--- src/hdl/gwsa_pkg.sv ---
`default_nettype none
// ----------------------------------------------------------------------------
// gwsa_pkg
// Shared types and field constants for the gated window sum accumulator:
// word layout, datapath widths, lane control and the sequencer states.
// ----------------------------------------------------------------------------
package gwsa_pkg;

	// raw word layout
	localparam int VALUE_LSB = 14;
	localparam int VALUE_W   = 18;
	localparam int GATE_BIT  = 12;
	localparam int PRESC_LSB = 4;
	localparam int PRESC_W   = 7;
	localparam int CHAN_W    = 4;
	localparam int WORD_W    = 32;

	// datapath widths
	localparam int TIME_W    = 64;
	localparam int TPS_W     = 16;
	localparam int IDX_W     = 10;
	localparam int IDX2_W    = IDX_W + 1;
	localparam int SCALE_W   = PRESC_W + 1;
	localparam int INTV_W    = TPS_W + SCALE_W;
	localparam int PROD_W    = IDX2_W + INTV_W;
	localparam int SUM_W     = 38;
	localparam int CNT_OUT_W = 20;
	localparam int TOG_W     = 2;

	// toggles that close one gate-high plus gate-low window
	localparam logic [TOG_W-1:0] TOG_CLOSE = 2'd2;

	// per-item control handed to each channel lane
	typedef struct packed {
		logic en;        // apply this item
		logic clear;     // clear sums before adding
		logic add_high;  // add value into the gate-high sum
		logic add_low;   // add value into the gate-low sum
	} gwsa_lane_ctl_t;

	// item sequencer
	typedef enum logic [2:0] {
		ST_IDLE,
		ST_MUL,
		ST_PROD,
		ST_SUM,
		ST_DONE
	} gwsa_state_t;

endpackage

`default_nettype wire

--- src/hdl/gwsa_lane.sv ---
`default_nettype none
// ----------------------------------------------------------------------------
// gwsa_lane
// One channel lane: holds the gate-high and gate-low running sums of its
// channel and reports the sums of the window that is closing.
// ----------------------------------------------------------------------------
module gwsa_lane
	import gwsa_pkg::*;
(
	input  wire logic                     clk,
	input  wire logic                     arst_n,
	input  wire gwsa_lane_ctl_t           ctl,
	input  wire logic [WORD_W-1:0]        word,
	output logic signed [SUM_W-1:0]       high_sum,
	output logic signed [SUM_W-1:0]       low_sum
);

	logic [VALUE_W-1:0] value;
	logic [SUM_W-1:0]   value_ext;
	logic [SUM_W-1:0]   high_sum_q;
	logic [SUM_W-1:0]   low_sum_q;
	logic [SUM_W-1:0]   high_base;
	logic [SUM_W-1:0]   low_base;

	// sign-extend the 18-bit sample value
	assign value     = word[VALUE_LSB +: VALUE_W];
	assign value_ext = {{(SUM_W-VALUE_W){value[VALUE_W-1]}}, value};

	// start from zero when the window closes on this item
	assign high_base = ctl.clear ? '0 : high_sum_q;
	assign low_base  = ctl.clear ? '0 : low_sum_q;

	// accumulate, wrapping at the sum width
	always_ff @(posedge clk or negedge arst_n) begin
		if (!arst_n) begin
			high_sum_q <= '0;
			low_sum_q  <= '0;
		end else if (ctl.en) begin
			high_sum_q <= ctl.add_high ? high_base + value_ext : high_base;
			low_sum_q  <= ctl.add_low  ? low_base + value_ext  : low_base;
		end
	end

	assign high_sum = $signed(high_sum_q);
	assign low_sum  = $signed(low_sum_q);

endmodule

`default_nettype wire

--- src/hdl/gated_window_sum_accumulator_top.sv ---
// Flow: an accepted item passes the MUL, PROD and SUM states to DONE, which
// loads its result into the output register once that register is free.
// Items: one item at a time; the next is accepted after the serial time chain
// (prescale multiply, index multiply, 64-bit add, then gap check and update).
// Reset: arst_n clears the sequencer, window state, counts, sums and sets
// ticks_per_sample to 1.
`default_nettype none
// ----------------------------------------------------------------------------
// gated_window_sum_accumulator_top
// Unpacks a two-channel sample pair, computes its sample time and gap, and
// sums each channel over gate-high and gate-low samples in two lanes;
// windows close on every second gate toggle and the merge stage reports them.
// ----------------------------------------------------------------------------
module gated_window_sum_accumulator_top
	import gwsa_pkg::*;
#(
	parameter int COUNT_BITS  = 20,
	parameter int MAX_SAMPLES = 1024
) (
	input  wire logic                     clk,
	input  wire logic                     arst_n,
	// configuration
	input  wire logic                     cfg_wr_en,
	input  wire logic [TPS_W-1:0]         cfg_wr_data,
	// input items
	input  wire logic                     in_valid,
	output logic                          in_ready,
	input  wire logic signed [WORD_W-1:0] ch0_word,
	input  wire logic signed [WORD_W-1:0] ch1_word,
	input  wire logic [TIME_W-1:0]        packet_stamp,
	input  wire logic [IDX_W-1:0]         sample_index,
	input  wire logic                     first_of_run,
	// result items
	output logic                          out_valid,
	input  wire logic                     out_ready,
	output logic [TIME_W-1:0]             sample_time,
	output logic                          gap_flag,
	output logic [TIME_W-1:0]             gap_ticks,
	output logic                          window_done,
	output logic signed [SUM_W-1:0]       ch0_high_sum,
	output logic signed [SUM_W-1:0]       ch0_low_sum,
	output logic signed [SUM_W-1:0]       ch1_high_sum,
	output logic signed [SUM_W-1:0]       ch1_low_sum,
	output logic [CNT_OUT_W-1:0]          high_count,
	output logic [CNT_OUT_W-1:0]          low_count
);

	localparam logic [COUNT_BITS-1:0] COUNT_MAX = {COUNT_BITS{1'b1}};

	gwsa_state_t state_q, state_d;

	logic                  load_en;
	logic                  mul_en;
	logic                  prod_en;
	logic                  sum_en;
	logic                  done_fire;

	logic [TPS_W-1:0]      tps_q;
	logic [WORD_W-1:0]     ch0_word_q;
	logic [WORD_W-1:0]     ch1_word_q;
	logic [TIME_W-1:0]     stamp_q;
	logic [IDX_W-1:0]      idx_q;
	logic                  first_q;

	logic [IDX_W-1:0]      idx_clamp;
	logic [IDX2_W-1:0]     idx_eff;
	logic [SCALE_W-1:0]    presc;
	logic [IDX2_W-1:0]     idx_eff_q;
	logic [INTV_W-1:0]     interval_q;
	logic [PROD_W-1:0]     prod_q;
	logic [TIME_W-1:0]     time_q;

	logic                  seen_q;
	logic                  gate_ref_q;
	logic [TOG_W-1:0]      tog_q;
	logic [TIME_W-1:0]     prev_time_q;
	logic [COUNT_BITS-1:0] cnt_high_q;
	logic [COUNT_BITS-1:0] cnt_low_q;

	logic                  gate;
	logic                  ref_eff;
	logic [TOG_W-1:0]      tog_eff;
	logic [TOG_W-1:0]      tog_inc;
	logic                  win_close;
	logic [TIME_W-1:0]     prev_eff;
	logic [TIME_W-1:0]     diff;
	logic                  gap;
	logic [COUNT_BITS-1:0] cnt_high_base;
	logic [COUNT_BITS-1:0] cnt_low_base;
	logic                  add_high;
	logic                  add_low;

	gwsa_lane_ctl_t        lane_ctl;
	logic signed [SUM_W-1:0] l0_high, l0_low, l1_high, l1_low;

	logic                  out_valid_q;
	logic [TIME_W-1:0]     sample_time_q;
	logic                  gap_flag_q;
	logic [TIME_W-1:0]     gap_ticks_q;
	logic                  window_done_q;
	logic [SUM_W-1:0]      ch0_high_q, ch0_low_q, ch1_high_q, ch1_low_q;
	logic [CNT_OUT_W-1:0]  high_count_q, low_count_q;

	// sequencer: next state
	always_comb begin
		state_d = state_q;
		unique case (state_q)
			ST_IDLE: if (in_valid) state_d = ST_MUL;
			ST_MUL:  state_d = ST_PROD;
			ST_PROD: state_d = ST_SUM;
			ST_SUM:  state_d = ST_DONE;
			ST_DONE: if (!out_valid_q || out_ready) state_d = ST_IDLE;
			default: state_d = ST_IDLE;
		endcase
	end

	// sequencer: stage enables
	always_comb begin
		in_ready  = 1'b0;
		mul_en    = 1'b0;
		prod_en   = 1'b0;
		sum_en    = 1'b0;
		done_fire = 1'b0;
		unique case (state_q)
			ST_IDLE: in_ready  = 1'b1;
			ST_MUL:  mul_en    = 1'b1;
			ST_PROD: prod_en   = 1'b1;
			ST_SUM:  sum_en    = 1'b1;
			ST_DONE: done_fire = !out_valid_q || out_ready;
			default: in_ready  = 1'b0;
		endcase
	end

	assign load_en = in_valid && in_ready;

	always_ff @(posedge clk or negedge arst_n) begin
		if (!arst_n) begin
			state_q <= ST_IDLE;
		end else begin
			state_q <= state_d;
		end
	end

	// configuration register
	always_ff @(posedge clk or negedge arst_n) begin
		if (!arst_n) begin
			tps_q <= TPS_W'(1);
		end else if (cfg_wr_en) begin
			tps_q <= cfg_wr_data;
		end
	end

	// capture the item
	always_ff @(posedge clk) begin
		if (load_en) begin
			ch0_word_q <= ch0_word;
			ch1_word_q <= ch1_word;
			stamp_q    <= packet_stamp;
			idx_q      <= sample_index;
			first_q    <= first_of_run;
		end
	end

	// clamp the index, double it for equal channel numbers
	assign idx_clamp = (32'(idx_q) > 32'(MAX_SAMPLES - 1)) ? IDX_W'(MAX_SAMPLES - 1) : idx_q;
	assign idx_eff   = (ch0_word_q[CHAN_W-1:0] == ch1_word_q[CHAN_W-1:0])
		? {idx_clamp, 1'b0} : {1'b0, idx_clamp};
	assign presc     = {1'b0, ch0_word_q[PRESC_LSB +: PRESC_W]} + SCALE_W'(1);

	// time chain: interval, index product, absolute time
	always_ff @(posedge clk) begin
		if (mul_en) begin
			interval_q <= INTV_W'(tps_q) * INTV_W'(presc);
			idx_eff_q  <= idx_eff;
		end
		if (prod_en) begin
			prod_q <= PROD_W'(idx_eff_q) * PROD_W'(interval_q);
		end
		if (sum_en) begin
			time_q <= stamp_q + TIME_W'(prod_q);
		end
	end

	// gap check against the previous sample time
	assign gate     = ch0_word_q[GATE_BIT];
	assign prev_eff = seen_q ? prev_time_q : time_q;
	assign diff     = time_q - prev_eff;
	assign gap      = !first_q && (diff > TIME_W'(interval_q));

	// gate toggle tracking; the very first item sets the reference
	assign ref_eff   = seen_q ? gate_ref_q : gate;
	assign tog_eff   = seen_q ? tog_q : '0;
	assign tog_inc   = (gate != ref_eff) ? tog_eff + TOG_W'(1) : tog_eff;
	assign win_close = (tog_inc == TOG_CLOSE);

	// counts after a possible window clear, and saturation gating
	assign cnt_high_base = win_close ? '0 : cnt_high_q;
	assign cnt_low_base  = win_close ? '0 : cnt_low_q;
	assign add_high      = gate && (cnt_high_base != COUNT_MAX);
	assign add_low       = !gate && (cnt_low_base != COUNT_MAX);

	always_ff @(posedge clk or negedge arst_n) begin
		if (!arst_n) begin
			seen_q      <= 1'b0;
			gate_ref_q  <= 1'b0;
			tog_q       <= '0;
			prev_time_q <= '0;
			cnt_high_q  <= '0;
			cnt_low_q   <= '0;
		end else if (done_fire) begin
			seen_q      <= 1'b1;
			gate_ref_q  <= gate;
			tog_q       <= win_close ? '0 : tog_inc;
			prev_time_q <= time_q;
			cnt_high_q  <= add_high ? cnt_high_base + COUNT_BITS'(1) : cnt_high_base;
			cnt_low_q   <= add_low ? cnt_low_base + COUNT_BITS'(1) : cnt_low_base;
		end
	end

	// channel lanes
	assign lane_ctl.en       = done_fire;
	assign lane_ctl.clear    = win_close;
	assign lane_ctl.add_high = add_high;
	assign lane_ctl.add_low  = add_low;

	gwsa_lane u_lane0 (
		.clk      (clk),
		.arst_n   (arst_n),
		.ctl      (lane_ctl),
		.word     (ch0_word_q),
		.high_sum (l0_high),
		.low_sum  (l0_low)
	);

	gwsa_lane u_lane1 (
		.clk      (clk),
		.arst_n   (arst_n),
		.ctl      (lane_ctl),
		.word     (ch1_word_q),
		.high_sum (l1_high),
		.low_sum  (l1_low)
	);

	// merge stage: output register
	always_ff @(posedge clk or negedge arst_n) begin
		if (!arst_n) begin
			out_valid_q <= 1'b0;
		end else if (done_fire) begin
			out_valid_q <= 1'b1;
		end else if (out_ready) begin
			out_valid_q <= 1'b0;
		end
	end

	always_ff @(posedge clk) begin
		if (done_fire) begin
			sample_time_q <= time_q;
			gap_flag_q    <= gap;
			gap_ticks_q   <= gap ? diff : '0;
			window_done_q <= win_close;
			ch0_high_q    <= win_close ? l0_high : '0;
			ch0_low_q     <= win_close ? l0_low : '0;
			ch1_high_q    <= win_close ? l1_high : '0;
			ch1_low_q     <= win_close ? l1_low : '0;
			high_count_q  <= win_close ? CNT_OUT_W'(cnt_high_q) : '0;
			low_count_q   <= win_close ? CNT_OUT_W'(cnt_low_q) : '0;
		end
	end

	assign out_valid    = out_valid_q;
	assign sample_time  = sample_time_q;
	assign gap_flag     = gap_flag_q;
	assign gap_ticks    = gap_ticks_q;
	assign window_done  = window_done_q;
	assign ch0_high_sum = $signed(ch0_high_q);
	assign ch0_low_sum  = $signed(ch0_low_q);
	assign ch1_high_sum = $signed(ch1_high_q);
	assign ch1_low_sum  = $signed(ch1_low_q);
	assign high_count   = high_count_q;
	assign low_count    = low_count_q;

`ifndef SYNTHESIS
	// one item in flight: no new item right after an accept
	a_one_in_flight: assert property (@(posedge clk) disable iff (!arst_n)
		load_en |=> !in_ready)
		else $error("item accepted while another is in work");

	// a finished item holds while the output register is occupied
	a_done_holds: assert property (@(posedge clk) disable iff (!arst_n)
		(state_q == ST_DONE && out_valid_q && !out_ready) |=> (state_q == ST_DONE))
		else $error("finished item dropped while output stalled");

	// no window sums or counts unless a window closed
	a_window_zero: assert property (@(posedge clk) disable iff (!arst_n)
		(out_valid && !window_done) |->
		(high_count == '0 && low_count == '0 && ch0_high_sum == '0 &&
		ch0_low_sum == '0 && ch1_high_sum == '0 && ch1_low_sum == '0))
		else $error("window fields set without a closed window");

	// gap ticks only with a gap
	a_gap_zero: assert property (@(posedge clk) disable iff (!arst_n)
		(out_valid && !gap_flag) |-> (gap_ticks == '0))
		else $error("gap ticks set without a gap");

	// toggle counter never rests at the window-closing value
	a_tog_range: assert property (@(posedge clk) disable iff (!arst_n)
		seen_q |-> (tog_q != TOG_CLOSE))
		else $error("toggle count left at close value");
`endif

endmodule

`default_nettype wire
--- config.mk ---
export PLATFORM = sky130hd
export DESIGN_NAME = gated_window_sum_accumulator_top
export DESIGN_NICKNAME = d
export VERILOG_FILES = /design/src/hdl/gwsa_pkg.sv /design/src/hdl/gwsa_lane.sv /design/src/hdl/gated_window_sum_accumulator_top.sv
export SDC_FILE = /design/constraint.sdc
export NUM_CORES = 2
export LEC_CHECK = 0
export BUFFER_PORTS_ARGS = -buffer_cell sky130_fd_sc_hd__buf_2
export CAP_MARGIN = 20
export CORE_MARGIN = 2
export CORE_UTILIZATION = 61
export DETAILED_ROUTE_END_ITERATION = 7
export PLACE_DENSITY = 0.81
export SLEW_MARGIN = 20
export SYNTH_ARGS = -nofsm -noshare
export SYNTH_HDL_FRONTEND = slang
export SYNTH_SLANG_ARGS = --single-unit
--- constraint.sdc ---
create_clock -name clk -period 13.1 [get_ports clk]
set_clock_uncertainty 0.15 [all_clocks]
set_input_delay 0.655 -clock clk [delete_from_list [all_inputs] [get_ports clk]]
set_output_delay 0.655 -clock clk [all_outputs]
set_load 0.02 [all_outputs]
# After elaboration in Yosys (flattened, before gate mapping)
# Index checks and enable logic that the tools add are counted.
# W data, S select, Z words.
# op_classes
n_addsub,10
n_mul,2
n_div,0
n_lt_le_gt_ge,1
n_eq_ne,11
shift,0
n_mux,28
n_bitwise,0
reduce_logical,11
# op_table
op,count
$mux W38,8
$add A38 B38 Y38,4
$mux W20,4
$add A64 B35 Y64,1
$gt A64 B24 Y1,1
$mux W64,1
$sub A64 B64 Y64,1
$add A20 B1 Y20 const B,2
$ne A20 B20 Y1 const B,2
$mul A11 B24 Y35,1
$mul A16 B8 Y24,1
$pmux W3 S5,1
$mux W10,1
$add A7 B1 Y8 const B,1
$mux W1,8
$eq A3 B2 Y1 const B,2
$mux W2,3
$mux W3,2
$eq A4 B4 Y1,1
$logic_and A1 B1 Y1,4
$ne A2 B2 Y1 const B,2
$eq A3 B1 Y1 const B,1
$eq A3 B3 Y1 const B,1
$logic_not A1 Y1,3
7 further kinds,7
# word_totals
ff_bits,875
latchBits,0
ramBits,0
romBits,0
output_inout_bits,324
wordCells,97
memories,0

# Logic depth before layout (Yosys ltp)
# depth
depth_word,8
mapped_depth,30

# Modules after synthesis
# Synthesis repeated with hierarchy kept, for this count alone.
# unflattened
cells_unflattened,5770
hier_area_um2,59273.1
# by_module_without_submodules
module,n_inst,cells_per_inst,area_each_um2
gated_window_sum_accumulator_top,1,4006,44894.3
gwsa_lane,2,882,7189.4

# Least setup slack after synthesis
# Ideal clock, no wire load.
# synth_path
path_kind,input to register
startpoint,input out_ready
endpoint,"register ch0_high_q[0], in the netlist ch0_high_sum[0], enable pin"
arrival_time_ns,10.150
required_ns,12.138
path_slack_ns,1.988
cell_stages,5
n_path_buf,2
cell_sequence,nand2b_1 -> nand3_1 -> inv_1 -> clkbuf_1 -> clkbuf_1
# synth_between
elab_chain_len,2
# synth_lines
element,line_no,source
"start, declared",gated_window_sum_accumulator_top.sv:35,"input wire logic out_ready,"
$logic_or A1 B1 Y1,gated_window_sum_accumulator_top.sv:129,ST_DONE: done_fire = !out_valid_q || out_ready;
$mux W1,gated_window_sum_accumulator_top.sv:124,unique case (state_q)
via done_fire,gated_window_sum_accumulator_top.sv:56,logic done_fire;
"end signal, assigned",gated_window_sum_accumulator_top.sv:261,ch0_high_q <= win_close ? l0_high : '0;
"end, declared",gated_window_sum_accumulator_top.sv:101,"logic [SUM_W-1:0] ch0_high_q, ch0_low_q, ch1_high_q, ch1_low_q;"
# The timed path passes the listed nets, and every way through them passes these cells.
# A chain may end at the register's enable or synchronous reset.

# Final worst setup path
# layout_path
startpoint,register seen_q
endpoint,"register gap_ticks_q[23], in the netlist gap_ticks[23] (data pin)"
# layout_between
elab_chain_len,4
# layout_lines
element,line_no,source
"start, declared",gated_window_sum_accumulator_top.sv:73,logic seen_q;
"start signal, assigned",gated_window_sum_accumulator_top.sv:204,seen_q <= 1'b0;
"start signal, assigned",gated_window_sum_accumulator_top.sv:211,seen_q <= 1'b1;
$mux W64,gated_window_sum_accumulator_top.sv:186,assign prev_eff = seen_q ? prev_time_q : time_q;
$sub A64 B64 Y64,gated_window_sum_accumulator_top.sv:187,assign diff = time_q - prev_eff;
via diff[18],gated_window_sum_accumulator_top.sv:86,logic [TIME_W-1:0] diff;
$gt A64 B24 Y1,gated_window_sum_accumulator_top.sv:188,assign gap = !first_q && (diff > TIME_W'(interval_q));
$logic_and A1 B1 Y1,gated_window_sum_accumulator_top.sv:188,
"end signal, assigned",gated_window_sum_accumulator_top.sv:259,gap_ticks_q <= gap ? diff : '0;
"end, declared",gated_window_sum_accumulator_top.sv:99,logic [TIME_W-1:0] gap_ticks_q;
# The timed path passes the listed nets, and every way through them passes these cells.

==> run metrics <==
Mapped Nets 6347; Critical Path End Type flip-flop; Sink Count 863; Max Buffers Root-to-Sink 3; CP required 13.35 ns; initial antenna violation count 5; reg2reg start seen_q$_DFFE_PN0P_; Max FO, Critical Path 47; setup_tns 0 ns; grt ovf 0; pin count of the biggest net entering global routing 133; Final Slew Violations 0; leading area contributor after synthesis edfxtp_1; Final min period 8.515 ns; sequential area share after synthesis 42.81%; ys flop type edfxtp_1; top cells by area, synth edfxtp_1, dfrtp_1, fa_1, ha_1, nand2_1; worst path buffer plus inverter count 4; commonest non-fill, non-tap cell in the layout nand2_1; port bufs 471; Slew headroom 23.53%; synthesized cell area 57270 um2; clock latency on the worst-skew pair 0.68 ns; first-pass GRT wire length 230.2 mm; CTS buffer count 92; Fmax achieved 117.4 MHz; via count of the first global-routing pass 42.78k; hold wc startpoint packet_stamp[40]; vias per std cell 5.909; CTS Root Cell clkbuf_16; Post-CTS Setup Bufs 0; CP Launch Point seen_q$_DFFE_PN0P_; drt total wl 147.1 mm; most frequent cells in the layout nand2_1, edfxtp_1, buf_2; Die Area 96350 um2; 1st-pass router iterations 6; Hold Crit Class input port to flip-flop; drt first-iter violations 3461; worst-margin pin slew 1.145 ns; CP Launch Type flip-flop; WHS 0.02904 ns; Rows 112; CTS tree done; final-layout fill cell count 6716; top cell type's share of synthesized area 30.57%; Initial Utilization 61.46%; Post-route DRC 0; Worst-path clk slew 0.06 ns; Routed Antenna Nets 0; gr usage total 30.23%; Fin. Hold Viols 0; unrepaired setup endpoints after global routing false; H-tree depth 3; area delta synth->final 13.60%; layout cells sized above 1 11.83%; Via Count 43.38k; post-CTS resize count 0; fin crit share 65.00%; die height 310.4 um; Setup violations, final 0; dpl hpwl 102.0 mm; Core Box Area 93190 um2; worst setup path class flip-flop to flip-flop; Final GP Congestion 0.9654; Post-Syn Instances 5510; Synth cell types 81; WL/cell 20.04 um; Die W 310.4 um; register bit count reported by yosys 863; Slowest-stage cell, CP dfrtp_4; Post-synth EDFFs 583; CP Data Arrival Time 8.76 ns; Largest stage delay, worst path 0.75 ns; most frequent cell on the critical path a21oi_1; status finished clean; Syn Area/Cell 10.39 um2; Max Cap Viol 0; post-layout net count 6845; critical path's top delay family simple AND/OR/NAND/NOR gates; num ports 484; Ys Warns 0; ys async rst share 32.44%
## cell families after synthesis
| logic type | count (synthesis) | synth area share [%] |
|---|---|---|
| AOI/OAI and AO/OA | 978 | 10.92 |
| xor gates and xnor gates | 323 | 4.940 |
| adders and majority gates | 677 | 18.55 |
| buffers and inverters | 618 | 4.055 |
| DFF | 863 | 42.81 |
| muxes | 94 | 1.700 |
| and+or+nand+nor | 1957 | 17.03 |
## final timing paths
check,end,slack [ns],cells after the start
worst max-delay path,gap_ticks[23]$_SDFFCE_PN0P_,4.58,27
worst min-delay path,stamp_q[40]$_DFFE_PP_,0.03,1
worst max register to register,gap_ticks[23]$_SDFFCE_PN0P_,4.58,27
worst min register to register,sample_time[0]$_DFFE_PP_,0.31,0
max in group asynchronous,u_lane1.low_sum[4]$_DFFE_PN0P_,9.81,4
min in group asynchronous,u_lane0.low_sum[10]$_DFFE_PN0P_,0.46,2
## state kept, by name, summed over array words and instances (netlist names), 64 cells and up
name         count
gap_ticks       64
prev_time_q     64
sample_time     64
stamp_q         64
time_q          64
## what timing repair did
action                     CTS  global route
setup endpoints to repair    0             0
hold endpoints to repair   210             0
hold buffers               109             0
## layout make-up
cell class	count	area, um2	area share [%]
Inverter	404	1524	2.342
Antenna cell	4	10.01	0.01539
Tap cell	1254	1569	2.412
Sequential cell	863	24520	37.69
Multi-Input combinational cell	4029	30530	46.92
Clock buffer	128	2562	3.939
Timing Repair Buffer	618	3780	5.810
Clock inverter	42	569.3	0.8750
## through the flow
| stage | util [%] | area, um2 | std cells | worst slack (ns) |
|---|---|---|---|---|
| 6_report | 69.81 | 65060 | 7342 | 4.585 |
| 5_1_grt | 69.81 | 65050 | 7339 | 4.255 |
| 4_1_cts | 69.76 | 65000 | 7337 | 4.457 |
| 3_5_place_dp | 65.22 | 60780 | 7058 | 4.550 |
| 3_3_place_gp | 65.22 | 60770 | 7057 | 4.371 |
| 2_1_floorplan | - | 57270 | 5510 | 1.988 |
## per-layer routing
metal  vias to the layer above  track usage [%]  part of all wire [%]
met4                         6            12.45                   4.3
li1                      20145                -                     -
met1                     21156            40.98                    41
met2                      1737            48.20                    46
met5                         -                0                 0.026
met3                       337            5.606                   7.8
## cell usage after synthesis (all sizes together), types with 8 or more instances
cell	instances
buf	12
nand2	742
o31ai	21
a21boi	11
nor4	19
dfrtp	279
mux2	26
a31oi	25
nor2	203
and3	236
a221oi	8
edfxtp	583
o21ai	255
nand2b	51
a21oi	278
a2111oi	11
and2	340
o21bai	39
mux2i	68
o21a	48
nor2b	74
or2	16
or3	25
a211oi	15
a22o	23
a41oi	8
nor3b	13
ha	390
xor2	138
clkbuf	202
xnor2	185
fa	287
inv	404
nand3	95
nor3	67
o211ai	17
nand4	53
a21o	135
o41ai	8
Power is left out: the tool's default activity adds up to more than one toggle a clock period on the data nets, which glitch-free logic cannot reach.
